<file path="src/sv/amgd_pkg.sv">
package amgd_pkg;

	// Graph size and field widths
	localparam int MAX_V   = 16;
	localparam int VIDX_W  = $clog2(MAX_V);
	localparam int CNT_W   = $clog2(MAX_V + 1);
	localparam int LABEL_W = 32;

	// Action codes carried by the action field
	typedef enum logic [2:0] {
		ACT_ADD_VERTEX  = 3'd0,
		ACT_ADD_EDGE    = 3'd1,
		ACT_DEL_EDGE    = 3'd2,
		ACT_QUERY_EDGE  = 3'd3,
		ACT_NEIGHBORS   = 3'd4,
		ACT_DFS         = 3'd5,
		ACT_READ_LABEL  = 3'd6,
		ACT_WRITE_LABEL = 3'd7
	} amgd_action_t;

	// Result status codes
	localparam logic [1:0] STAT_OK    = 2'd0;
	localparam logic [1:0] STAT_ERR   = 2'd1;
	localparam logic [1:0] STAT_EMPTY = 2'd2;

	// Sequencer states
	typedef enum logic [3:0] {
		ST_IDLE,
		ST_READ,
		ST_ONE,
		ST_FIRST,
		ST_TOP,
		ST_ROWRD,
		ST_LOADSC,
		ST_SCAN,
		ST_PUT,
		ST_FIN
	} amgd_state_t;

	// Controls into the row scanner
	typedef struct packed {
		logic load;
		logic resume;
	} scan_ctl_t;

	// Status out of the row scanner
	typedef struct packed {
		logic              active;
		logic              hit;
		logic [VIDX_W-1:0] idx;
	} scan_stat_t;

endpackage

</file>
<file path="src/sv/amgd_scan.sv">
module amgd_scan (
	input  logic                             clk,
	input  logic                             arst_n,
	input  amgd_pkg::scan_ctl_t              ctl,
	input  logic [amgd_pkg::MAX_V-1:0]       row,
	output amgd_pkg::scan_stat_t             stat
);
	import amgd_pkg::*;

	logic [MAX_V-1:0]  row_q;
	logic [VIDX_W-1:0] idx_q;
	logic              active_q;
	logic              hit;

	// Check one bit of the loaded row per cycle, unless held on a hit
	assign hit = active_q & row_q[idx_q];

	// Capture the candidate row
	always_ff @(posedge clk) begin
		if (ctl.load) begin
			row_q <= row;
		end
	end

	// Advance the bit pointer; hold on a hit until resumed
	always_ff @(posedge clk or negedge arst_n) begin
		if (!arst_n) begin
			active_q <= 1'b0;
			idx_q    <= '0;
		end else if (ctl.load) begin
			active_q <= 1'b1;
			idx_q    <= '0;
		end else if (active_q && (!hit || ctl.resume)) begin
			if (idx_q == VIDX_W'(MAX_V - 1)) begin
				active_q <= 1'b0;
			end else begin
				idx_q <= idx_q + VIDX_W'(1);
			end
		end
	end

	assign stat = '{active: active_q, hit: hit, idx: idx_q};

endmodule

</file>
<file path="src/sv/adjacency_matrix_graph_dfs.sv">
// Directed graph of up to 16 vertices held as a bit adjacency matrix, with one
// label per vertex. The input channel (in_valid/in_stall) carries one action per
// transaction; the output channel (out_valid/out_stall) returns one or more
// result transactions per action, the final one marked by last.
// in_stall is high from the cycle after an action is taken until its last
// result has been loaded into the output register; one action runs at a time.
// Single-result actions pass from the read state to the one-result state, which
// loads the result into the output register and frees the input as it does so.
// A neighbor list fetches its row, loads it into the row scanner, scans all 16
// bits and passes each listed vertex through the put state. A depth-first walk
// reads the stack top, fetches that vertex's row and loads the scanner (ST_TOP,
// ST_ROWRD, ST_LOADSC) on every push and every pop, scans the row and stores a
// pushed vertex in ST_PUT. The row scanner checks one adjacency bit per cycle,
// holding on a hit until resumed. A stalled receiver holds the output register;
// the sequencer then waits with the next result in a one-entry holding register.
// Reset clears the vertex count, the walk stack and all handshake state; the
// matrix and label memories are not cleared, since a vertex is written when it
// is added and only vertices below the count are ever read.
module adjacency_matrix_graph_dfs (
	input  logic        clk,
	input  logic        arst_n,
	input  logic        in_valid,
	output logic        in_stall,
	input  logic [2:0]  action,
	input  logic [3:0]  source,
	input  logic [3:0]  target,
	input  logic [31:0] label_in,
	output logic        out_valid,
	input  logic        out_stall,
	output logic [3:0]  vertex_out,
	output logic [31:0] label_out,
	output logic        edge_present,
	output logic [1:0]  status,
	output logic        last
);
	import amgd_pkg::*;

	amgd_state_t state_q, state_d;

	// Item registers
	amgd_action_t      act_q;
	logic [VIDX_W-1:0] src_q, dst_q;
	logic [LABEL_W-1:0] lab_q;
	logic              err_q;

	// Graph state
	logic [CNT_W-1:0] count_q;
	logic [CNT_W-1:0] depth_q;
	logic [MAX_V-1:0] visited_q;

	// Memories and their registered read data
	logic [MAX_V-1:0]   edge_mem [MAX_V];
	logic [LABEL_W-1:0] label_mem [MAX_V];
	logic [VIDX_W-1:0]  stack_mem [MAX_V];
	logic [MAX_V-1:0]   edge_rd_q;
	logic [LABEL_W-1:0] label_rd_q;
	logic [VIDX_W-1:0]  stack_rd_q;

	// Pending result, held until it is known whether it is the last
	logic               pend_v_q;
	logic [VIDX_W-1:0]  pend_vertex_q;
	logic [LABEL_W-1:0] pend_label_q;

	// Output register
	logic               out_valid_q;
	logic [VIDX_W-1:0]  out_vertex_q;
	logic [LABEL_W-1:0] out_label_q;
	logic               out_edge_q;
	logic [1:0]         out_status_q;
	logic               out_last_q;

	// Scanner
	scan_ctl_t  scan_ctl;
	scan_stat_t scan_st;

	// Control from the output block
	logic               accept, err_in, dfs_start, out_free;
	logic               out_load;
	logic [VIDX_W-1:0]  res_vertex;
	logic [LABEL_W-1:0] res_label;
	logic               res_edge;
	logic [1:0]         res_status;
	logic               res_last;
	logic               edge_we, label_we, stack_we;
	logic [VIDX_W-1:0]  edge_waddr, label_waddr, stack_waddr;
	logic [MAX_V-1:0]   edge_wdata;
	logic [LABEL_W-1:0] label_wdata;
	logic [VIDX_W-1:0]  stack_wdata;
	logic [VIDX_W-1:0]  edge_raddr, label_raddr, stack_raddr;
	logic               cnt_inc, depth_inc, depth_dec, vis_add;
	logic               pend_load, pend_clr;
	logic [VIDX_W-1:0]  pend_vertex_d;
	logic [MAX_V-1:0]   scan_row;

	assign in_stall = (state_q != ST_IDLE);
	assign accept   = in_valid && !in_stall;
	assign out_free = !out_valid_q || !out_stall;

	// Range check of the incoming action
	always_comb begin
		unique case (amgd_action_t'(action))
			ACT_ADD_VERTEX: err_in = (count_q == CNT_W'(MAX_V));
			ACT_ADD_EDGE, ACT_DEL_EDGE, ACT_QUERY_EDGE:
				err_in = (CNT_W'(source) >= count_q) || (CNT_W'(target) >= count_q);
			default: err_in = (CNT_W'(source) >= count_q);
		endcase
	end

	assign dfs_start = accept && (amgd_action_t'(action) == ACT_DFS) && !err_in;

	// Next state
	always_comb begin
		state_d = state_q;
		unique case (state_q)
			ST_IDLE: begin
				if (accept) state_d = ST_READ;
			end
			ST_READ: begin
				if (err_q) state_d = ST_ONE;
				else if (act_q == ACT_NEIGHBORS) state_d = ST_LOADSC;
				else if (act_q == ACT_DFS) state_d = ST_FIRST;
				else state_d = ST_ONE;
			end
			ST_ONE: begin
				if (out_free) state_d = ST_IDLE;
			end
			ST_FIRST:  state_d = ST_TOP;
			ST_TOP:    state_d = ST_ROWRD;
			ST_ROWRD:  state_d = ST_LOADSC;
			ST_LOADSC: state_d = ST_SCAN;
			ST_SCAN: begin
				if (scan_st.hit) begin
					state_d = ST_PUT;
				end else if (!scan_st.active) begin
					if (act_q == ACT_NEIGHBORS || depth_q == CNT_W'(1)) state_d = ST_FIN;
					else state_d = ST_TOP;
				end
			end
			ST_PUT: begin
				if (!pend_v_q || out_free) begin
					state_d = (act_q == ACT_NEIGHBORS) ? ST_SCAN : ST_TOP;
				end
			end
			ST_FIN: begin
				if (out_free) state_d = ST_IDLE;
			end
			default: state_d = ST_IDLE;
		endcase
	end

	// Outputs of the sequencer
	always_comb begin
		out_load      = 1'b0;
		res_vertex    = '0;
		res_label     = '0;
		res_edge      = 1'b0;
		res_status    = STAT_OK;
		res_last      = 1'b0;
		edge_we       = 1'b0;
		edge_waddr    = src_q;
		edge_wdata    = edge_rd_q;
		label_we      = 1'b0;
		label_waddr   = src_q;
		label_wdata   = lab_q;
		stack_we      = dfs_start;
		stack_waddr   = '0;
		stack_wdata   = source;
		edge_raddr    = src_q;
		label_raddr   = src_q;
		stack_raddr   = VIDX_W'(depth_q - CNT_W'(1));
		cnt_inc       = 1'b0;
		depth_inc     = 1'b0;
		depth_dec     = 1'b0;
		vis_add       = 1'b0;
		pend_load     = 1'b0;
		pend_clr      = 1'b0;
		pend_vertex_d = src_q;
		scan_ctl      = '{load: 1'b0, resume: 1'b0};
		// Mask visited vertices only for a walk; a neighbor list sees the whole row
		scan_row      = (act_q == ACT_DFS) ? (edge_rd_q & ~visited_q) : edge_rd_q;
		unique case (state_q)
			ST_ONE: begin
				out_load = out_free;
				res_last = 1'b1;
				if (err_q) begin
					res_status = STAT_ERR;
				end else begin
					unique case (act_q)
						ACT_ADD_VERTEX: begin
							res_vertex  = count_q[VIDX_W-1:0];
							res_label   = lab_q;
							edge_we     = out_free;
							edge_waddr  = count_q[VIDX_W-1:0];
							edge_wdata  = '0;
							label_we    = out_free;
							label_waddr = count_q[VIDX_W-1:0];
							cnt_inc     = out_free;
						end
						ACT_ADD_EDGE: begin
							edge_we    = out_free;
							edge_wdata = edge_rd_q | (MAX_V'(1) << dst_q);
						end
						ACT_DEL_EDGE: begin
							edge_we    = out_free;
							edge_wdata = edge_rd_q & ~(MAX_V'(1) << dst_q);
						end
						ACT_QUERY_EDGE: res_edge = edge_rd_q[dst_q];
						ACT_READ_LABEL: begin
							res_vertex = src_q;
							res_label  = label_rd_q;
						end
						ACT_WRITE_LABEL: begin
							res_vertex = src_q;
							res_label  = lab_q;
							label_we   = out_free;
						end
						default: res_status = STAT_OK;
					endcase
				end
			end
			ST_FIRST: begin
				pend_load     = 1'b1;
				pend_vertex_d = src_q;
			end
			ST_ROWRD: begin
				edge_raddr = stack_rd_q;
			end
			ST_LOADSC: begin
				scan_ctl.load = 1'b1;
			end
			ST_SCAN: begin
				label_raddr = scan_st.idx;
				depth_dec   = !scan_st.hit && !scan_st.active && (act_q == ACT_DFS);
			end
			ST_PUT: begin
				label_raddr = scan_st.idx;
				if (!pend_v_q || out_free) begin
					// flush the previous result, then hold the new one
					out_load      = pend_v_q;
					res_vertex    = pend_vertex_q;
					res_label     = pend_label_q;
					pend_load     = 1'b1;
					pend_vertex_d = scan_st.idx;
					if (act_q == ACT_NEIGHBORS) begin
						scan_ctl.resume = 1'b1;
					end else begin
						stack_we    = 1'b1;
						stack_waddr = depth_q[VIDX_W-1:0];
						stack_wdata = scan_st.idx;
						depth_inc   = 1'b1;
						vis_add     = 1'b1;
					end
				end
			end
			ST_FIN: begin
				out_load = out_free;
				res_last = 1'b1;
				pend_clr = out_free;
				if (pend_v_q) begin
					res_vertex = pend_vertex_q;
					res_label  = pend_label_q;
				end else begin
					res_status = STAT_EMPTY;
				end
			end
			default: begin
				out_load = 1'b0;
			end
		endcase
	end

	// Sequencer and control registers
	always_ff @(posedge clk or negedge arst_n) begin
		if (!arst_n) begin
			state_q     <= ST_IDLE;
			count_q     <= '0;
			depth_q     <= '0;
			visited_q   <= '0;
			pend_v_q    <= 1'b0;
			out_valid_q <= 1'b0;
		end else begin
			state_q <= state_d;
			if (cnt_inc) count_q <= count_q + CNT_W'(1);
			if (dfs_start) depth_q <= CNT_W'(1);
			else if (depth_inc) depth_q <= depth_q + CNT_W'(1);
			else if (depth_dec) depth_q <= depth_q - CNT_W'(1);
			if (dfs_start) visited_q <= MAX_V'(1) << source;
			else if (vis_add) visited_q <= visited_q | (MAX_V'(1) << scan_st.idx);
			if (pend_clr) pend_v_q <= 1'b0;
			else if (pend_load) pend_v_q <= 1'b1;
			if (out_load) out_valid_q <= 1'b1;
			else if (!out_stall) out_valid_q <= 1'b0;
		end
	end

	// Capture the item, the pending result and the output payload
	always_ff @(posedge clk) begin
		if (accept) begin
			act_q <= amgd_action_t'(action);
			src_q <= source;
			dst_q <= target;
			lab_q <= label_in;
			err_q <= err_in;
		end
		if (pend_load) begin
			pend_vertex_q <= pend_vertex_d;
			pend_label_q  <= label_rd_q;
		end
		if (out_load) begin
			out_vertex_q <= res_vertex;
			out_label_q  <= res_label;
			out_edge_q   <= res_edge;
			out_status_q <= res_status;
			out_last_q   <= res_last;
		end
	end

	// Adjacency rows
	always_ff @(posedge clk) begin
		if (edge_we) edge_mem[edge_waddr] <= edge_wdata;
		edge_rd_q <= edge_mem[edge_raddr];
	end

	// Vertex labels
	always_ff @(posedge clk) begin
		if (label_we) label_mem[label_waddr] <= label_wdata;
		label_rd_q <= label_mem[label_raddr];
	end

	// Walk stack
	always_ff @(posedge clk) begin
		if (stack_we) stack_mem[stack_waddr] <= stack_wdata;
		stack_rd_q <= stack_mem[stack_raddr];
	end

	amgd_scan u_scan (
		.clk    (clk),
		.arst_n (arst_n),
		.ctl    (scan_ctl),
		.row    (scan_row),
		.stat   (scan_st)
	);

	assign out_valid    = out_valid_q;
	assign vertex_out   = out_vertex_q;
	assign label_out    = out_label_q;
	assign edge_present = out_edge_q;
	assign status       = out_status_q;
	assign last         = out_last_q;

	// A held result only exists while an action is in progress
	a_pend_busy: assert property (@(posedge clk) disable iff (!arst_n)
		pend_v_q |-> (state_q != ST_IDLE))
		else $error("pending result outside an action");

	// The walk stack never grows past the vertex count
	a_depth: assert property (@(posedge clk) disable iff (!arst_n)
		depth_q <= count_q)
		else $error("walk stack deeper than vertex count");

	// A walk never selects a vertex it has already visited
	a_unvisited: assert property (@(posedge clk) disable iff (!arst_n)
		(state_q == ST_SCAN && scan_st.hit && act_q == ACT_DFS) |-> !visited_q[scan_st.idx])
		else $error("walk revisits a vertex");

	// A result loads only when the output register can take it
	a_out_free: assert property (@(posedge clk) disable iff (!arst_n)
		(out_valid_q && out_stall) |=> !$changed(out_vertex_q) && !$changed(out_last_q))
		else $error("output register overwritten while stalled");

endmodule

</file>
<file path="config.mk">
export PLATFORM = sky130hd
export DESIGN_NAME = adjacency_matrix_graph_dfs
export DESIGN_NICKNAME = d
export VERILOG_FILES = /design/src/sv/amgd_pkg.sv /design/src/sv/amgd_scan.sv /design/src/sv/adjacency_matrix_graph_dfs.sv
export SDC_FILE = /design/constraint.sdc
export NUM_CORES = 1
export LEC_CHECK = 0
export ABC_CLOCK_PERIOD_IN_PS = 5500
export BUFFER_PORTS_ARGS = -buffer_cell sky130_fd_sc_hd__buf_4
export CAP_MARGIN = 30
export CORE_UTILIZATION = 50
export CTS_BUF_LIST = sky130_fd_sc_hd__clkbuf_8
export DETAILED_ROUTE_END_ITERATION = 12
export HOLD_SLACK_MARGIN = 0.03
export PLACE_DENSITY_LB_ADDON = 0.12
export REMOVE_ABC_BUFFERS = 1
export SETUP_SLACK_MARGIN = 0.15
export SKIP_LAST_GASP = 1
export SLEW_MARGIN = 25
export SYNTH_ARGS = -nofsm -noshare
export SYNTH_HDL_FRONTEND = slang
export SYNTH_HIERARCHICAL = 1
export SYNTH_SLANG_ARGS = --single-unit
</file>
<file path="constraint.sdc">
create_clock -name clk -period 5.5 [get_ports clk]
set_input_delay 1.1 -clock clk [delete_from_list [all_inputs] [get_ports clk]]
set_output_delay 1.1 -clock clk [all_outputs]
set_load 0.01 [all_outputs]
</file>
==> results of run 1 <==
[layout by cell type (no fill, tap or decap), types with 38 or more instances in the layout]
| cell type | count |
|---|---|
| buf_4 | 163 |
| edfxtp_1 | 968 |
| clkbuf_8 | 196 |
| mux2i_1 | 387 |
| inv_1 | 106 |
| nor2_1 | 73 |
| mux2_2 | 38 |
| o21ai_0 | 66 |
| dfxtp_1 | 52 |
| o22ai_1 | 128 |
| nand2_1 | 122 |
[logic make-up (layout without fill, tap and decap cells)]
group | Yosys count | count (layout) | synth area share (%)
flops | 1057 | 1057 | 74.4
mux | 456 | 456 | 11.9
compound gates | 411 | 411 | 6.72
simple gates | 380 | 380 | 4.56
buf+inv | 178 | 527 | 1.90
fa+ha+maj | 14 | 14 | 0.420
xor+xnor | 9 | 9 | 0.189
other cells | 0 | 2 | 0
[routing by layer]
| layer | vias up | routed length [µm] |
|---|---|---|
| met5 | - | 0 |
| met4 | 0 | 2800 |
| met3 | 194 | 5900 |
| met2 | 797 | 47800 |
| met1 | 11800 | 41900 |
| li1 | 10400 | - |
[cell type report]
type                    count  area (µm²)
fillers                  6281       34800
diodes                      2        5.00
clock inverters           126         639
inverters                  27         101
well taps                1070        1340
repair buffers            178        1530
flip-flops and latches   1057       31000
clock buffers             196        2700
multi-input cells        1270       10200
[power groups by stage]
| stage | Combinational [µW] | Clock [µW] | Sequential [µW] |
|---|---|---|---|
| floorplan | 4530 | 0 | 10500 |
| global placement | 5090 | 0 | 10700 |
| detailed placement | 5310 | 0 | 10800 |
| CTS | 5320 | 6620 | 10600 |
| global route | 5710 | 6960 | 10700 |
| finish | 5300 | 6450 | 10600 |
[critical path, cell delays in order, from the launching register on]
cell	delay, ns
dfrtp_1	0.80
nor4b_1	0.60
and3_1	0.28
buf_4	0.24
a31oi_1	0.25
or3_1	0.55
nor2_4	0.60
buf_4	0.43
[metrics by stage]
step / instances / hold WS, ns / total power, µW / area (µm²)
after floorplan: 2354 / 0.409 / 15100 / 41000
after global placement: 3589 / 0.413 / 15800 / 44000
after detailed placement: 3598 / 0.415 / 16100 / 44200
after CTS: 3920 / 0.198 / 22600 / 47500
after global routing: 3926 / 0.235 / 23400 / 47600
final: 3926 / 0.252 / 22400 / 47600
[flip-flops by register name, indices dropped and copies added (netlist names), 5 cells and up]
name,cells
label_rd_q,32
lab_q,32
u_scan/row_q,16
edge_rd_q,16
label_out,32
count_q,5
pend_label_q,32
visited_q,16
depth_q,5
label_mem,512
stack_mem,64
edge_mem,256
[worst paths after layout]
path                          startpoint                end  slack (ns)  depth (start not counted)
max                           state_q[1]  label_mem[13][17]        1.36                          7
min                               arst_n         depth_q[3]        0.25                          1
max reg2reg                   state_q[1]  label_mem[13][17]        1.36                          7
min reg2reg                label_rd_q[6]    pend_label_q[6]        0.43                          0
max in group asynchronous         arst_n         count_q[3]        4.85                          1
min in group clk           label_rd_q[6]    pend_label_q[6]        0.43                          0
==> run metrics, run 1 <==
ys flop type=edfxtp_1; Port Buffers=88; Post-Place Setup Slack=1.38 ns; Power per Cell Area=470 nW/µm²; synthesized cell area=41,700 µm²; largest net degree at the start of global routing=79; clk_lat worst skew=0.83 ns; Hold Violations, Final=0; CTS buffer count=173; CP Capture Type=flop; Max-slew headroom=36.2%; Clock transition at path regs=0.06 ns; yosys warns=6; cell with the most instances after synthesis=edfxtp_1; vias=23,200; antenna-violating nets left=0; syn_area_per_cell=16.7 µm²; routed len/inst=25.1 µm; # DRC=0; flops & latches, synth=1,057; Post-synth EDFFs=968; Die Ht=291 µm; cell accounting for the most synthesized area=edfxtp_1; Seq pwr share=47.5%; final worst-path setup slack=1.36 ns; cts repair resizes=0; Final period util=75.2%; final design utilization=57.8%; Netlist cell types=77; worst IR drop on VDD=0.269 mV; dominant cells by area after synthesis=edfxtp_1 70%, mux2i_1 9.3%, dfxtp_1 2.5%; outcome=finished, final reports clean; Post-Synthesis Cells=2,505; Pleak=0.0171 µW; die area=84,600 µm²; Seq/Total Area, Yosys=74.4%; GPL Wtd Cong=0.844; Int Power=15,500 µW; Post-synth ARST share=3.50%; M2 GR Usage=37.7%; worst min path class=in -> async; setup TNS=0 ns; grt ovf=0; GR Util met3=4.62%; Post-CTS Setup Bufs=0; Core ar.=82,400 µm²; clock power share=28.8%; post-DP HPWL=54.9 mm; final-report setup violation count=0; io pins=89; first-iteration detailed-routing DRC count=1,753; clk_skew=0.0413 ns; global-route met1 utilization=31.4%; share of cells above drive strength 1=19.1%; H-tree depth=4; WS Path Type=reg -> reg; CP Data Required Time=5.96 ns; Synth top area share=69.6%; max-cap violations=0; first-pass GRT wire length=146 mm; unrepaired setup endpoints after global routing=false; CTS Buffer Depth=3; Initial Util=50.7%; Worst EP arrival=4.60 ns; vias in the first global route=23,400; worst slew pin tran=0.956 ns; CTS tree=built; Fmax=242 MHz; TritonRoute pass-1 iters=5; critical path startpoint category=flop; Die X=291 µm; initial antenna violation count=2; top cells by count, synth=968 x edfxtp_1, 388 x mux2i_1, 128 x o22ai_1, 122 x nand2_1, 81 x nor2_1; Top Usage Layer GRT=met2; Root Driver=clkbuf_8; final net count=2,768; num rows=105; CTS Hold Bufs=0; Max Slew Vio Count=0; Via-to-Cell Ratio=5.90; Tmin final=4.14 ns; Switching Share=30.8%; Post-Route WL=98.5 mm; worst-path maximum fanout=28; CTS Sinks=1,057; Area Growth Syn to Fin=14.0%; switching pwr=6900 µW; logic gate share of total power=23.7%; gr usage total=23.4%
Note: power is estimated with default switching activity, not from simulation.
==> inputs of run 2 (changes only) <==
--- a/config.mk
+++ b/config.mk
@@ -5,7 +5,7 @@
 export SDC_FILE = /design/constraint.sdc
 export NUM_CORES = 1
 export LEC_CHECK = 0
-export ABC_CLOCK_PERIOD_IN_PS = 5500
+export ABC_CLOCK_PERIOD_IN_PS = 4260
 export BUFFER_PORTS_ARGS = -buffer_cell sky130_fd_sc_hd__buf_4
 export CAP_MARGIN = 30
 export CORE_UTILIZATION = 50
==> constraint.sdc (replaced) <==
create_clock -name clk -period 4.26 [get_ports clk]
set_input_delay 0.852 -clock clk [delete_from_list [all_inputs] [get_ports clk]]
set_output_delay 0.852 -clock clk [all_outputs]
set_load 0.01 [all_outputs]
==> run 2 against run 1 <==
Count of clock-buffer cells in the layout decreased by 18. Register-to-register slack worse by 0.67 ns. Clock power is 27% higher. Non-clock buffer count is 23 higher. Setup slack lost 0.67 ns. Sequential power grew 29%. Worst hold slack worse by 0.046 ns. Clock skew shrank 0.0040 ns. Largest cell class unchanged. Highest routed layer is now met5.
==> run metrics, run 2 (synthesis gave the netlist of run 1 again) <==
CTS tree=built; Post-Route WL=102 mm (+3.8%); critical path buffer and inverter count=2 (unchanged); Hold Violations, Final=0 (unchanged); reg-to-reg startpoint=state_q[3]; first-pass GRT wire length=151 mm (+3.5%); CTS Buffer Depth=3 (unchanged); FF-to-FF setup slack=0.69 ns (-0.67 ns); setup TNS=0 ns (unchanged); Die Ht=291 µm (unchanged); Top Usage Layer GRT=met2; outcome=finished, final reports clean; Fmax=280 MHz (+16%); Port Buffers=88 (unchanged); Max Slew Vio Count=0 (unchanged); Clock transition at path regs=0.06 ns (about the same); GR Util met3=4.37% (-0.25 points); largest registers=label_mem: 512 flops, edge_mem: 256 flops, stack_mem: 64 flops; Tmin final=3.57 ns (-0.570 ns); Worst EP arrival=4.25 ns (-0.35 ns); worst-path maximum fanout=74 (+160%); Area Growth Syn to Fin=14.6%; Biggest register=label_mem; crit-path cells=or3b_1 -> a2bb2oi_1 -> o221ai_4 -> buf_12 -> buf_12 -> mux2i_1 -> o22ai_1 -> or4_1; CP delay by family, top=simple AND/OR/NAND/NOR gates; worst min path class=in -> reg; Die X=291 µm (unchanged); worst slew pin tran=0.918 ns (-0.0379 ns); flip-flop count of the largest register after layout=512 (unchanged); max-cap violations=0 (unchanged); # DRC=0 (unchanged); vias=23,400 (+1.1%); Pleak=0.0172 µW (+0.30%); CP Capture Type=flop; TritonRoute pass-1 iters=5 (unchanged); Root Driver=clkbuf_8; final net count=2,788 (+0.72%); Worst Hold Depth=1; Via-to-Cell Ratio=5.95 (+0.79%); share of cells above drive strength 1=19.4% (+0.29 points); io pins=89 (unchanged); CTS Sinks=1,057 (unchanged); vias in the first global route=23,700 (+1.3%); post-DP HPWL=55.8 mm (+1.7%); num rows=105 (unchanged); CP most frequent cell=buf_12; final std cells w/o fill=3,939 (+0.33%); Final period util=83.7% (+8.5 points); most frequent cells in the layout=968 x edfxtp_1, 387 x mux2i_1, 178 x clkbuf_8, 166 x buf_4, 128 x o22ai_1; reg2reg end=label_rd_q[7]; WS Path Type=reg -> reg; Core ar.=82,400 µm² (unchanged); final-report setup violation count=0 (unchanged); Tot Pwr=28,900 µW (+29%); Hold EP=lab_q[17]; M2 GR Usage=39.9% (+2.1 points); GPL Wtd Cong=0.834 (-1.2%); routed len/inst=26.0 µm (+3.5%); largest stage delay on the critical path=0.77 ns (-0.03 ns); Worst Min Path Start=label_in[17]; Max-slew headroom=38.6% (+2.4 points); clk_lat worst skew=0.83 ns (about the same); unrepaired setup endpoints after global routing=false; CP Data Required Time=4.94 ns (-1.02 ns); largest net degree at the start of global routing=75 (-5.1%); grt ovf=0 (unchanged); leading cell type in the layout, fill and taps excluded=edfxtp_1; die area=84,600 µm² (unchanged); Reg2Reg Depth=8 (+1); critical path startpoint category=flop; Post-Place Setup Slack=0.706 ns (-0.669 ns); clk_skew=0.0373 ns (-0.00396 ns); Post-CTS Setup Bufs=0 (unchanged); initial antenna violation count=3 (+1); first-iteration detailed-routing DRC count=1,869 (+6.6%); antenna-violating nets left=0 (unchanged); Power per Cell Area=605 nW/µm² (+29%); DP Cell Count=3,623 (+0.69%); worst IR drop on VDD=0.368 mV (+37%); gr usage total=24.3% (+0.88 points); Initial Util=50.7% (unchanged); final worst-path setup slack=0.693 ns (-0.670 ns); global-route met1 utilization=32.4% (+0.96 points); CTS buffer count=170 (-1.7%); H-tree depth=4 (unchanged); cts repair resizes=0 (unchanged); cell with the largest stage delay on the worst path=dfrtp_1
[run 2: changes by cell type in the layout (fill, tap and decap cells not counted), moves of 6 or more]
cell,before,now
buf_12,6,33
clkbuf_8,196,178
inv_1,106,90
clkinv_1,18,31
clkinv_2,12,21
buf_16,6,0
[run 2: worst register-to-register path: stages (launching register included)]
cell       delay (ns)
dfrtp_1          0.77
or3b_1           0.56
a2bb2oi_1        0.21
o221ai_4         0.22
buf_12           0.26
buf_12           0.47
mux2i_1          0.32
o22ai_1          0.10
or4_1            0.52
[run 2: cell type report]
type	instances	area [µm²]
Multi-Input combinational cell	1270	10200
Antenna cell	1	2.50
Tap cell	1070	1340
Sequential cell	1057	31000
Clock inverter	135	769
Clock buffer	178	2450
Fill cell	6282	34500
Inverter	27	101
Timing Repair Buffer	201	1920
[run 2: per-stage QoR]
| stage | hold WS (ns) | util [%] | instance area, µm² |
|---|---|---|---|
| 3_3_place_gp | 0.414 | 54.1 | 44600 |
| 2_1_floorplan | 0.409 | - | 41000 |
| 3_5_place_dp | 0.416 | 54.1 | 44600 |
| 5_1_grt | 0.147 | 58.1 | 47800 |
| 6_report | 0.206 | 58.1 | 47800 |
| 4_1_cts | 0.124 | 58.0 | 47800 |
[run 2: worst max path at each step]
stage | from | depth (start not counted) | endpoint
2_1_floorplan | state_q[1] | 6 | label_rd_q[0]
3_3_place_gp | state_q[3] | 8 | label_rd_q[1]
3_5_place_dp | state_q[3] | 8 | label_rd_q[25]
4_1_cts | state_q[3] | 8 | label_rd_q[25]
5_1_grt | state_q[3] | 8 | label_rd_q[1]
6_report | state_q[3] | 8 | label_rd_q[7]
[run 2: power breakdown]
part,switching [µW],internal [µW]
logic,4130,2920
clock network,3970,4220
registers,898,12800
[run 2: what timing repair did]
| action | CTS | global route |
|---|---|---|
| hold buffers | 1 | 0 |
| hold endpoints to repair | 37 | 0 |
| setup endpoints to repair | 0 | 0 |
[run 2: routing by layer]
| layer | wire length, µm | part of all wire, % | vias up |
|---|---|---|---|
| met5 | 9 | 0.0088 | - |
| met4 | 2710 | 2.7 | 2 |
| met3 | 6080 | 5.9 | 182 |
| met2 | 50400 | 49 | 800 |
| met1 | 43000 | 42 | 12000 |
| li1 | - | - | 10500 |
==> inputs of run 3 (changes only) <==
--- a/config.mk
+++ b/config.mk
@@ -5,7 +5,8 @@
 export SDC_FILE = /design/constraint.sdc
 export NUM_CORES = 1
 export LEC_CHECK = 0
-export ABC_CLOCK_PERIOD_IN_PS = 4260
+export ABC_AREA = 1
+export ABC_CLOCK_PERIOD_IN_PS = 3590
 export BUFFER_PORTS_ARGS = -buffer_cell sky130_fd_sc_hd__buf_4
 export CAP_MARGIN = 30
 export CORE_UTILIZATION = 50
==> constraint.sdc (replaced) <==
create_clock -name clk -period 3.59 [get_ports clk]
set_input_delay 0.718 -clock clk [delete_from_list [all_inputs] [get_ports clk]]
set_output_delay 0.718 -clock clk [all_outputs]
set_load 0.01 [all_outputs]
==> run 3 against run 2 <==
Die area rose by 7.9%. Sequential share of layout area fell by 4.5 points. First-iteration DRC count rose by 49%. Critical endpoint is now edge_mem[13][9]. Critical path type unchanged.
==> run metrics, run 3 <==
grt ovf=0 (unchanged); Post-synth EDFFs=968 (unchanged); Netlist cell types=46 (-40%); Tmin final=3.12 ns (-0.442 ns); final instance area=51,400 µm² (+7.4%); CP Capture Type=flop; Synth top area share=64.5% (-5.1 points); CTS Sinks=1,057 (unchanged); CP delay by family, top=simple AND/OR/NAND/NOR gates; clk_lat worst skew=0.83 ns (about the same); Reg2Reg Depth=10 (+2); unrepaired setup endpoints after global routing=false; share of cells above drive strength 1=10.9% (-8.5 points); max-cap violations=0 (unchanged); cell with the most instances after synthesis=edfxtp_1; H-tree depth=4 (unchanged); Clock transition at path regs=0.07 ns (about the same); Worst Hold Depth=1 (unchanged); critical path startpoint category=flop; CP Depth=10 (+2); CTS tree=built; Area Growth Syn to Fin=14.0%; num rows=109 (+3.8%); Worst EP arrival=3.61 ns (-0.64 ns); Die Ht=302 µm (+3.9%); dominant cells by area after synthesis=edfxtp_1 65%, nand2_1 7.8%, nand3_1 7.8%; clk_skew=0.0269 ns (-0.0104 ns); worst slew pin tran=1.03 ns (+0.108 ns); cts repair resizes=0 (unchanged); Port Buffers=88 (unchanged); synthesized cell area=45,100 µm² (+8.0%); Post-Synthesis Cells=4,125 (+65%); Die X=302 µm (+3.9%); global-route met1 utilization=34.8% (+2.4 points); Max-slew headroom=31.6% (-7.1 points); ys flop type=edfxtp_1; worst min path class=in -> reg; syn_area_per_cell=10.9 µm² (-34%); vias=30,200 (+29%); Top Usage Layer GRT=met2; WS Path Type=reg -> reg; crit-path cells=nor2_2 -> nand4_1 -> nor2_2 -> nand2_1 -> o21ai_0 -> nand2_1 -> inv_1 -> nand2_1 -> nor2_2 -> buf_4; Core ar.=88,800 µm² (+7.8%); cell with the largest stage delay on the worst path=dfrtp_1; Tot Pwr=34,900 µW (+21%); largest net degree at the start of global routing=90 (+20%); Post-synth ARST share=3.50% (unchanged); Hold Violations, Final=0 (unchanged); flip-flop count of the largest register after layout=512 (unchanged); Pleak=0.0208 µW (+21%); die area=91,300 µm² (+7.9%); worst-path maximum fanout=16 (-78%); Initial Util=50.8% (+0.087 points); cell accounting for the most synthesized area=edfxtp_1; Via-to-Cell Ratio=5.37 (-9.8%); initial antenna violation count=2 (-1); GR Util met3=4.67% (+0.30 points); Seq/Total Area, Yosys=68.9% (-5.5 points); Post-CTS Setup Bufs=0 (unchanged); largest stage delay on the critical path=0.43 ns (-0.34 ns); register area=31,000 µm² (unchanged); worst IR drop on VDD=0.430 mV (+17%); Multi-input gate area=11,100 µm² (+8.3%); antenna-violating nets left=0 (unchanged); Filler Cells Inserted=7,358 (+17%); CTS buffer count=172 (+1.2%); Max Slew Vio Count=0 (unchanged); TritonRoute pass-1 iters=5 (unchanged); Root Driver=clkbuf_8; GPL Wtd Cong=0.856 (+2.6%); yosys warns=6 (unchanged); Biggest register=label_mem; CP Data Required Time=4.08 ns (-0.86 ns); Placed Instance Area=47,700 µm² (+7.0%); largest registers=label_mem: 512 flops, edge_mem: 256 flops, stack_mem: 64 flops; first-iteration detailed-routing DRC count=2,776 (+49%); M2 GR Usage=39.8% (-0.082 points); # DRC=0 (unchanged); Fmax=320 MHz (+14%); vias in the first global route=28,500 (+21%); Power per Cell Area=680 nW/µm² (+12%); post-DP HPWL=61.4 mm (+10%); routed len/inst=20.1 µm (-23%); leading cell type in the layout, fill and taps excluded=edfxtp_1; most frequent cells in the layout=968 x edfxtp_1, 937 x nand2_1, 700 x nand3_1, 687 x inv_1, 188 x clkbuf_8; io pins=89 (unchanged); flops & latches, synth=1,057 (unchanged); Final period util=87.0% (+3.3 points); CTS Buffer Depth=3 (unchanged); top cells by count, synth=968 x edfxtp_1, 938 x nand2_1, 701 x nand3_1, 625 x inv_1, 123 x nor2_1; first-pass GRT wire length=170 mm (+13%); critical path buffer and inverter count=2 (unchanged); final net count=4,371 (+57%); gr usage total=25.0% (+0.69 points); final-report setup violation count=0 (unchanged); outcome=finished, final reports clean; Post-Route WL=113 mm (+11%)
[run 3: cell types whose count changed after synthesis, sizes merged, moves of 36 or more]
cell    previous run  this run
nor2              82       129
buf               86       122
o22ai            128         4
nand3             20       704
mux2i            388         9
mux2              42         0
nand2            122       948
inv               27       631
nand3b             2        98
o211ai            36        74
[run 3: cell families after synthesis]
logic type / after synthesis / synth area share (%)
XOR/XNOR: 12 / 0.233
adder cells (fa/ha/maj): 14 / 0.389
buffers and inverters: 843 / 7.39
multiplexers: 9 / 0.200
flip-flops: 1057 / 68.9
AO/OA/AOI/OAI: 255 / 3.67
AND/OR/NAND/NOR: 1935 / 19.3
[run 3: power breakdown]
| group | switching [µW] | leakage, µW | internal [µW] |
|---|---|---|---|
| Clock | 4780 | 0.00192 | 5260 |
| Sequential | 861 | 0.00966 | 15200 |
| Combinational | 6290 | 0.00920 | 2560 |
| Total | 11900 | 0.0208 | 23000 |
[run 3: metal layers]
layer | part of all wire, % | up-vias
li1 | - | 14400
met1 | 44 | 14500
met2 | 47 | 1086
met3 | 7.2 | 207
met4 | 2.3 | 0
met5 | 0 | -
[run 3: what timing repair did]
item	CTS	global route
setup endpoints to repair	0	0
hold endpoints to repair	73	0
hold buffers	37	0
[run 3: final timing paths]
check                                  end           from  slack [ns]
setup / recovery           edge_mem[13][9]     state_q[3]        0.47
hold / removal                    act_q[2]      action[2]        0.12
setup reg to reg           edge_mem[13][9]     state_q[3]        0.47
hold reg to reg            pend_label_q[0]  label_rd_q[0]        0.41
max in group asynchronous        out_valid         arst_n        2.81
min in group asynchronous       depth_q[0]         arst_n        0.41
[run 3: cell type report]
| class | count | share of cell area (%) |
|---|---|---|
| antenna | 2 | 0.00974 |
| clock buffer | 188 | 5.04 |
| clock inverter | 127 | 1.41 |
| inverter | 634 | 4.63 |
| multi-input combinational | 2225 | 21.5 |
| sequential | 1057 | 60.4 |
| tap | 1165 | 2.84 |
| timing repair buffer | 220 | 4.17 |
[run 3: per-stage QoR]
step / worst slack [ns] / hold slack [ns] / util [%] / setup TNS, ns / std cells
final: 0.465 / 0.122 / 57.9 / 0 / 5618
after global routing: 0.187 / 0.0687 / 57.9 / 0 / 5617
after CTS: 0.537 / 0.0377 / 57.9 / 0 / 5615
after detailed placement: 0.561 / 0.415 / 53.7 / 0 / 5263
after global placement: 0.658 / 0.410 / 53.7 / 0 / 5263
after floorplan: -2.67 / 0.409 / - / -501.99 / 3916
[run 3: worst register-to-register path: stages (launching register included)]
cell,delay [ns]
dfrtp_1,0.43
nor2_2,0.21
nand4_1,0.39
nor2_2,0.38
nand2_1,0.11
o21ai_0,0.28
nand2_1,0.24
inv_1,0.17
nand2_1,0.13
nor2_2,0.12
buf_4,0.30
